===== src/hdl/ladsr_pkg.sv =====
// Shared types and constants for the linear ADSR envelope generator.
package ladsr_pkg;

   // Configuration register indexes.
   localparam int CSR_ADDR_W = 3;
   localparam logic [CSR_ADDR_W-1:0] CSR_ATTACK_LEVEL  = 3'd0;
   localparam logic [CSR_ADDR_W-1:0] CSR_DECAY_LEVEL   = 3'd1;
   localparam logic [CSR_ADDR_W-1:0] CSR_SUSTAIN_LEVEL = 3'd2;
   localparam logic [CSR_ADDR_W-1:0] CSR_RELEASE_LEVEL = 3'd3;
   localparam logic [CSR_ADDR_W-1:0] CSR_ATTACK_TICKS  = 3'd4;
   localparam logic [CSR_ADDR_W-1:0] CSR_DECAY_TICKS   = 3'd5;
   localparam logic [CSR_ADDR_W-1:0] CSR_RELEASE_TICKS = 3'd6;

   // Reset length of every ramp, in sample ticks.
   localparam int TICKS_RESET = 48;

   // Envelope stage codes as seen on the result channel.
   localparam int STAGE_W = 3;
   localparam logic [STAGE_W-1:0] STAGE_ATTACK       = 3'd0;
   localparam logic [STAGE_W-1:0] STAGE_DECAY        = 3'd1;
   localparam logic [STAGE_W-1:0] STAGE_SUSTAIN      = 3'd2;
   localparam logic [STAGE_W-1:0] STAGE_RELEASE      = 3'd3;
   localparam logic [STAGE_W-1:0] STAGE_RELEASE_DONE = 3'd4;

   // Input channel data width (fields padded to whole bytes).
   localparam int REQ_DATA_W = 8;

   typedef enum logic [3:0] {
      ST_IDLE,
      ST_PREP,
      ST_ATK,
      ST_DCY,
      ST_REL,
      ST_MUL,
      ST_DIV,
      ST_FIN,
      ST_FALL,
      ST_OUT
   } state_type;

endpackage


===== src/hdl/linear_adsr_envelope.sv =====
// Linear ADSR envelope generator: one gate bit in, one level and stage out per sample tick.
// Each accepted gate passes through the sequencer states and ends in one result transaction;
// a ramp point costs one multiply and LEVEL_BITS+1 restoring divide steps.
// The next gate is taken only once the previous result has been delivered; stalls on the
// result channel delay both the result and the acceptance of the next gate.
// Reset (synchronous, active high) clears the tick state, zeroes the levels, ramps to 48 ticks.
module linear_adsr_envelope #(
   parameter int TIME_BITS  = 24,
   parameter int LEVEL_BITS = 16
) (
   input  logic                                  clock,
   input  logic                                  reset,
   // Input channel.
   input  logic                                  req_tvalid,
   output logic                                  req_tready,
   input  logic [ladsr_pkg::REQ_DATA_W-1:0]      req_tdata,  // [0] gate_on
   // Result channel.
   output logic                                  rsp_tvalid,
   input  logic                                  rsp_tready,
   output logic [((LEVEL_BITS+ladsr_pkg::STAGE_W+7)/8)*8-1:0]
                                                 rsp_tdata,  // level, then stage
   // Configuration write port.
   input  logic                                  csr_we,
   input  logic [ladsr_pkg::CSR_ADDR_W-1:0]      csr_addr,
   input  logic [(TIME_BITS > LEVEL_BITS ? TIME_BITS : LEVEL_BITS)-1:0]
                                                 csr_wdata
);

   import ladsr_pkg::*;

   localparam int LB    = LEVEL_BITS;
   localparam int TB    = TIME_BITS;
   localparam int W     = TB + LB + 1;
   localparam int RSP_W = ((LB + STAGE_W + 7) / 8) * 8;
   localparam int CNT_W = $clog2(LB + 1);

   // Configuration registers.
   logic [LB-1:0] attack_level_ff, decay_level_ff, sustain_level_ff, release_level_ff;
   logic [TB-1:0] attack_ticks_ff, decay_ticks_ff, release_ticks_ff;

   // Control state.
   state_type     state_ff, state_in;
   logic [TB-1:0] elapsed_ff, elapsed_in;
   logic          prev_gate_ff, prev_gate_in;
   logic [LB-1:0] rs_ff, rs_in;

   // Working registers of the sequencer.
   logic               gate_ff, gate_in;
   logic               falling_ff, falling_in;
   logic [TB-1:0]      tev_ff, tev_in;
   logic [LB-1:0]      a_ff, a_in;
   logic [LB-1:0]      b_ff, b_in;
   logic [TB-1:0]      den_ff, den_in;
   logic [STAGE_W-1:0] stage_ff, stage_in;
   logic [LB-1:0]      level_ff, level_in;
   logic               neg_ff, neg_in;
   logic [W-1:0]       rem_ff, rem_in;
   logic [W-1:0]       dvs_ff, dvs_in;
   logic [LB:0]        quo_ff, quo_in;
   logic [CNT_W-1:0]   cnt_ff, cnt_in;

   // Combinational helpers.
   logic [TB-1:0] t_inc;
   logic [TB-1:0] t_inc2;
   logic [LB:0]   diff;
   logic [LB:0]   mag;
   logic [LB+1:0] ax;
   logic [LB+1:0] mx;
   logic [LB+1:0] res;
   logic          rem_ge;

   always_ff @(posedge clock) begin
      if (reset) begin
         attack_level_ff  <= '0;
         decay_level_ff   <= '0;
         sustain_level_ff <= '0;
         release_level_ff <= '0;
         attack_ticks_ff  <= TB'(TICKS_RESET);
         decay_ticks_ff   <= TB'(TICKS_RESET);
         release_ticks_ff <= TB'(TICKS_RESET);
      end else if (csr_we) begin
         case (csr_addr)
            CSR_ATTACK_LEVEL:  attack_level_ff  <= csr_wdata[LB-1:0];
            CSR_DECAY_LEVEL:   decay_level_ff   <= csr_wdata[LB-1:0];
            CSR_SUSTAIN_LEVEL: sustain_level_ff <= csr_wdata[LB-1:0];
            CSR_RELEASE_LEVEL: release_level_ff <= csr_wdata[LB-1:0];
            CSR_ATTACK_TICKS:  attack_ticks_ff  <= csr_wdata[TB-1:0];
            CSR_DECAY_TICKS:   decay_ticks_ff   <= csr_wdata[TB-1:0];
            CSR_RELEASE_TICKS: release_ticks_ff <= csr_wdata[TB-1:0];
            default: ;
         endcase
      end
   end

   always_ff @(posedge clock) begin
      if (reset) begin
         state_ff     <= ST_IDLE;
         elapsed_ff   <= '0;
         prev_gate_ff <= 1'b0;
         rs_ff        <= '0;
         cnt_ff       <= '0;
      end else begin
         state_ff     <= state_in;
         elapsed_ff   <= elapsed_in;
         prev_gate_ff <= prev_gate_in;
         rs_ff        <= rs_in;
         cnt_ff       <= cnt_in;
      end
   end

   always_ff @(posedge clock) begin
      gate_ff    <= gate_in;
      falling_ff <= falling_in;
      tev_ff     <= tev_in;
      a_ff       <= a_in;
      b_ff       <= b_in;
      den_ff     <= den_in;
      stage_ff   <= stage_in;
      level_ff   <= level_in;
      neg_ff     <= neg_in;
      rem_ff     <= rem_in;
      dvs_ff     <= dvs_in;
      quo_ff     <= quo_in;
   end

   always_comb begin
      // Saturating increments of the tick counter.
      t_inc  = (elapsed_ff == {TB{1'b1}}) ? elapsed_ff : elapsed_ff + 1'b1;
      t_inc2 = (t_inc == {TB{1'b1}}) ? t_inc : t_inc + 1'b1;

      diff   = {b_ff[LB-1], b_ff} - {a_ff[LB-1], a_ff};
      mag    = diff[LB] ? (~diff + 1'b1) : diff;
      rem_ge = (rem_ff >= dvs_ff);

      // Floor of the signed ramp: a negative slope rounds its magnitude up.
      ax  = {a_ff[LB-1], a_ff[LB-1], a_ff};
      mx  = {1'b0, quo_ff} + (LB+2)'(neg_ff && (rem_ff != '0));
      res = neg_ff ? (ax - mx) : (ax + mx);

      state_in     = state_ff;
      elapsed_in   = elapsed_ff;
      prev_gate_in = prev_gate_ff;
      rs_in        = rs_ff;
      cnt_in       = cnt_ff;
      gate_in      = gate_ff;
      falling_in   = falling_ff;
      tev_in       = tev_ff;
      a_in         = a_ff;
      b_in         = b_ff;
      den_in       = den_ff;
      stage_in     = stage_ff;
      level_in     = level_ff;
      neg_in       = neg_ff;
      rem_in       = rem_ff;
      dvs_in       = dvs_ff;
      quo_in       = quo_ff;

      req_tready = 1'b0;
      rsp_tvalid = 1'b0;

      case (state_ff)
         ST_IDLE: begin
            req_tready = 1'b1;
            if (req_tvalid) begin
               gate_in  = req_tdata[0];
               state_in = ST_PREP;
            end
         end

         ST_PREP: begin
            falling_in   = !gate_ff && prev_gate_ff;
            elapsed_in   = (gate_ff != prev_gate_ff) ? '0 : t_inc;
            prev_gate_in = gate_ff;
            if (!gate_ff && prev_gate_ff) begin
               // The release start is the held envelope one tick further on.
               tev_in   = t_inc2;
               state_in = ST_ATK;
            end else if (gate_ff) begin
               tev_in   = (gate_ff != prev_gate_ff) ? '0 : t_inc;
               state_in = ST_ATK;
            end else begin
               tev_in   = t_inc;
               state_in = ST_REL;
            end
         end

         ST_ATK: begin
            if (attack_ticks_ff > tev_ff) begin
               stage_in = STAGE_ATTACK;
               a_in     = attack_level_ff;
               b_in     = decay_level_ff;
               den_in   = attack_ticks_ff;
               state_in = ST_MUL;
            end else begin
               tev_in   = tev_ff - attack_ticks_ff;
               state_in = ST_DCY;
            end
         end

         ST_DCY: begin
            if (decay_ticks_ff > tev_ff) begin
               stage_in = STAGE_DECAY;
               a_in     = decay_level_ff;
               b_in     = sustain_level_ff;
               den_in   = decay_ticks_ff;
               state_in = ST_MUL;
            end else begin
               stage_in = STAGE_SUSTAIN;
               level_in = sustain_level_ff;
               if (falling_ff) begin
                  rs_in    = sustain_level_ff;
                  state_in = ST_FALL;
               end else begin
                  state_in = ST_OUT;
               end
            end
         end

         ST_REL: begin
            if (release_ticks_ff > tev_ff) begin
               stage_in = STAGE_RELEASE;
               a_in     = rs_ff;
               b_in     = release_level_ff;
               den_in   = release_ticks_ff;
               state_in = ST_MUL;
            end else begin
               stage_in = STAGE_RELEASE_DONE;
               level_in = release_level_ff;
               state_in = ST_OUT;
            end
         end

         ST_MUL: begin
            neg_in   = diff[LB];
            rem_in   = W'(mag) * W'(tev_ff);
            dvs_in   = {1'b0, den_ff, {LB{1'b0}}};
            quo_in   = '0;
            cnt_in   = CNT_W'(LB);
            state_in = ST_DIV;
         end

         ST_DIV: begin
            // One restoring step per cycle; the quotient is below 2**(LB+1).
            if (rem_ge) begin
               rem_in = rem_ff - dvs_ff;
            end
            quo_in = {quo_ff[LB-1:0], rem_ge};
            dvs_in = dvs_ff >> 1;
            if (cnt_ff == '0) begin
               state_in = ST_FIN;
            end else begin
               cnt_in = cnt_ff - 1'b1;
            end
         end

         ST_FIN: begin
            level_in = res[LB-1:0];
            if (falling_ff) begin
               rs_in    = res[LB-1:0];
               state_in = ST_FALL;
            end else begin
               state_in = ST_OUT;
            end
         end

         ST_FALL: begin
            // At the first release tick the ramp stands at its start level.
            if (release_ticks_ff != '0) begin
               stage_in = STAGE_RELEASE;
               level_in = rs_ff;
            end else begin
               stage_in = STAGE_RELEASE_DONE;
               level_in = release_level_ff;
            end
            state_in = ST_OUT;
         end

         ST_OUT: begin
            rsp_tvalid = 1'b1;
            if (rsp_tready) begin
               state_in = ST_IDLE;
            end
         end

         default: begin
            state_in = ST_IDLE;
         end
      endcase
   end

   assign rsp_tdata = RSP_W'({stage_ff, level_ff});

endmodule

===== config.mk =====
export PLATFORM = sky130hd
export DESIGN_NAME = linear_adsr_envelope
export DESIGN_NICKNAME = d
export VERILOG_FILES = /design/src/hdl/ladsr_pkg.sv /design/src/hdl/linear_adsr_envelope.sv
export SDC_FILE = /design/constraint.sdc
export NUM_CORES = 2
export LEC_CHECK = 0
export CORE_UTILIZATION = 40
export DETAILED_ROUTE_END_ITERATION = 8
export DONT_BUFFER_PORTS = 1
export GPL_TIMING_DRIVEN = 0
export PLACE_DENSITY = 0.59
export SYNTH_ARGS = -nofsm -noshare
export SYNTH_HDL_FRONTEND = slang
export SYNTH_SLANG_ARGS = --single-unit

===== constraint.sdc =====
create_clock -name clock -period 10.45 [get_ports clock]
set_clock_uncertainty 0.2 [all_clocks]
set_input_delay 0 -clock clock [delete_from_list [all_inputs] [get_ports clock]]
set_output_delay 0 -clock clock [all_outputs]
set_load 0.01 [all_outputs]

==> flow_summary.yaml <==
critical_path:
  critPathKind: "register to register"
  crit_family: "adder cells"
  cpPeakStageDelay_ns: 0.56
  crit_buf_inv: 7
  arrival_ns: 10.15
  cp-end-kind: "register"
  worstPathRequired_ns: 10.57
  cpMaxStageDelayCell: "fa_1"
  critPathMaxFanout: 10
  cp-start-kind: "register"
  worst_path_most_repeated_cell: "fa_1"
cts:
  cts.path.max_buffers: 3
  clk_pin_slew_ns: 0.06
  root_buffer: "clkbuf_16"
  cts_tree: "done"
  cts_max_level: 2
  clock-sinks: 385
  clkLatencyLatePin_ns: 0.62
  numCtsBuffers: 45
flow_run:
  drv_cap: 0
synthesis:
  syn_inst: 4354
  netlist_area_mm2: 0.03696
  yosys.area.top_type: "fa_1"
  avgSynthCellArea_um2: 8.489
  synth-async-reset-ratio_pct: 0
  synth_edf_count: 199
  synth_ff_type: "edfxtp_1"
  ys_ff_latch: 385
  synth_warnings: 0
  synth.top_cells.by_area: "fa_1, edfxtp_1, dfxtp_1, ha_1, nand2_1"
  ys_seq_area_share_pct: 26.24
  synth_cell_types: 89
  synth.top_cell.area_share_pct: 18.04
global_route:
  busiest_layer: "met2"
  grt_pass1_vias: 29940
  antenna_found_initial: 4
  grt_start_max_net_pins: 38
  grt_pass1_wl_mm: 180.9
  grt_util_met1_pct: 35.56
  overflow: 0
  met2_usage_pct: 39.87
  use_met3_pct: 3.788
  globalRouteTotalUtil_pct: 25.27
placed_design:
  dp_hpwl_mm: 95.60
  routabilityCongestion: 0.9437
  io_buffers: 0
  pre_cts_ws_ns: -1.027
status:
  status: "finished clean"
floorplan:
  rows: 111
  io_pins: 66
  die_area_mm2: 0.09362
  die_w_um: 306.0
  core_mm2: 0.09166
  die_h_um: 306.0
  start_util_pct: 40.32
route:
  routed_wl_mm: 119.2
  drc_errors: 0
  first_pass_iters: 6
  vias_per_cell: 5.460
  drtIter0Drc: 2349
  num_vias: 31220
  ant_nets: 0
  routedWlPerCell_um: 20.85
sta:
  fin_crit_ns: 10.03
  postLayoutSetupSlackWorst_ns: 0.4220
  finalCritPeriodShare_pct: 95.96
  hold_violations: 0
  slew_headroom_pct: 25.23
  setup_violations: 0
  setup_tns_ns: 0
  worst_pin_slew_ns: 1.122
  fmax_mhz: 99.72
  rsz0062_at_grt: "true"
  drv_slew: 0
layout:
  multi_input_area_mm2: 0.02469
  area_growth_pct: 12.32
  final_cell_mix: "nand2_1, inv_1, fa_1, a21oi_1, ha_1"
  nets: 5138
  fill_cells: 9100
  seq_area_mm2: 0.009699
  drive_above_1_share_pct: 5.055
  final_common_cell: "nand2_1"
hold_path:
  hold_path.class: "input pin to register"
-- cell families (layout without fill, tap and decap cells) --
kind of cell | Yosys count | in the layout | synth area share, %
other | 1 | 6 | 0.01015
DFF | 385 | 385 | 26.24
AOI/OAI and AO/OA | 804 | 804 | 13.78
buffers and inverters | 783 | 955 | 8.094
adders and majority gates | 601 | 601 | 27.11
xor gates and xnor gates | 169 | 169 | 4.025
and+or+nand+nor | 1572 | 1572 | 19.61
muxes | 39 | 39 | 1.124
-- synth_stat cells (all sizes together), types with 34 or more instances --
library cell    n
nor3           72
o21ai         148
a21oi         304
nor2          258
nand2         785
nand3          48
xor2           71
nand4          43
edfxtp        199
inv           578
dfxtp         186
xnor2          98
a22oi          43
ha            268
clkbuf        179
fa            333
and2          135
and3           34
nand2b         63
a21o           71
-- what timing repair did --
item                                    CTS  global route
endpoints found under the setup margin   21            18
gates resized for setup                  57            49
setup buffers                            19             9
pin swaps                                 4             7
hold endpoints to repair                151             0
hold buffers                             60             0
-- tightest hold or removal path, cell delays in order --
cell and delay (ns):
dlygate4sd3_1 0.63, nand2_1 0.09, a21oi_1 0.05
-- sequential cells by signal, summed over array words and instances, names as in the netlist, 24 cells and up --
register	cells
tev_ff	24
release_ticks_ff	24
elapsed_ff	24
dvs_ff	40
decay_ticks_ff	24
rem_ff	41
attack_ticks_ff	24
den_ff	24
-- through the flow --
step | cell area (um2) | instances | util [%] | hold WS (ns)
after floorplan | 36980 | 4358 | - | -0.1011
after global placement | 38460 | 5544 | 41.96 | -0.1011
after detailed placement | 38660 | 5552 | 42.18 | -0.1011
after CTS | 41280 | 5711 | 45.04 | 0.01650
after global routing | 41510 | 5717 | 45.29 | 0.03579
final | 41510 | 5717 | 45.29 | 0.04368
-- path summary, 6_finish.rpt --
| check | start | end | cells past startpoint | slack, ns |
|---|---|---|---|---|
| setup / recovery | a_ff[0] | rem_ff[40] | 36 | 0.42 |
| hold / removal | csr_wdata[19] | attack_ticks_ff[19] | 3 | 0.04 |
| setup reg to reg | a_ff[0] | rem_ff[40] | 36 | 0.42 |
| hold reg to reg | attack_ticks_ff[16] | attack_ticks_ff[16] | 2 | 0.25 |
-- area by class of cell --
class	count	area share, %
Antenna cell	1	0.006028
Tap cell	1186	3.575
Clock buffer	55	2.948
Clock inverter	25	0.7414
Inverter	578	5.226
Buffer	201	2.092
Multi-Input combinational cell	3190	59.47
Timing Repair Buffer	96	2.580
Sequential cell	385	23.36
-- metal layers --
layer  share of wire, %  vias to the layer above
li1                   -                    14720
met1                 45                    15280
met2                 45                     1033
met3                7.2                      174
met4                3.4                        4
met5              0.018                        -
Power is left out: the tool's default activity adds up to more than one toggle a clock period on the data nets, which glitch-free logic cannot reach.
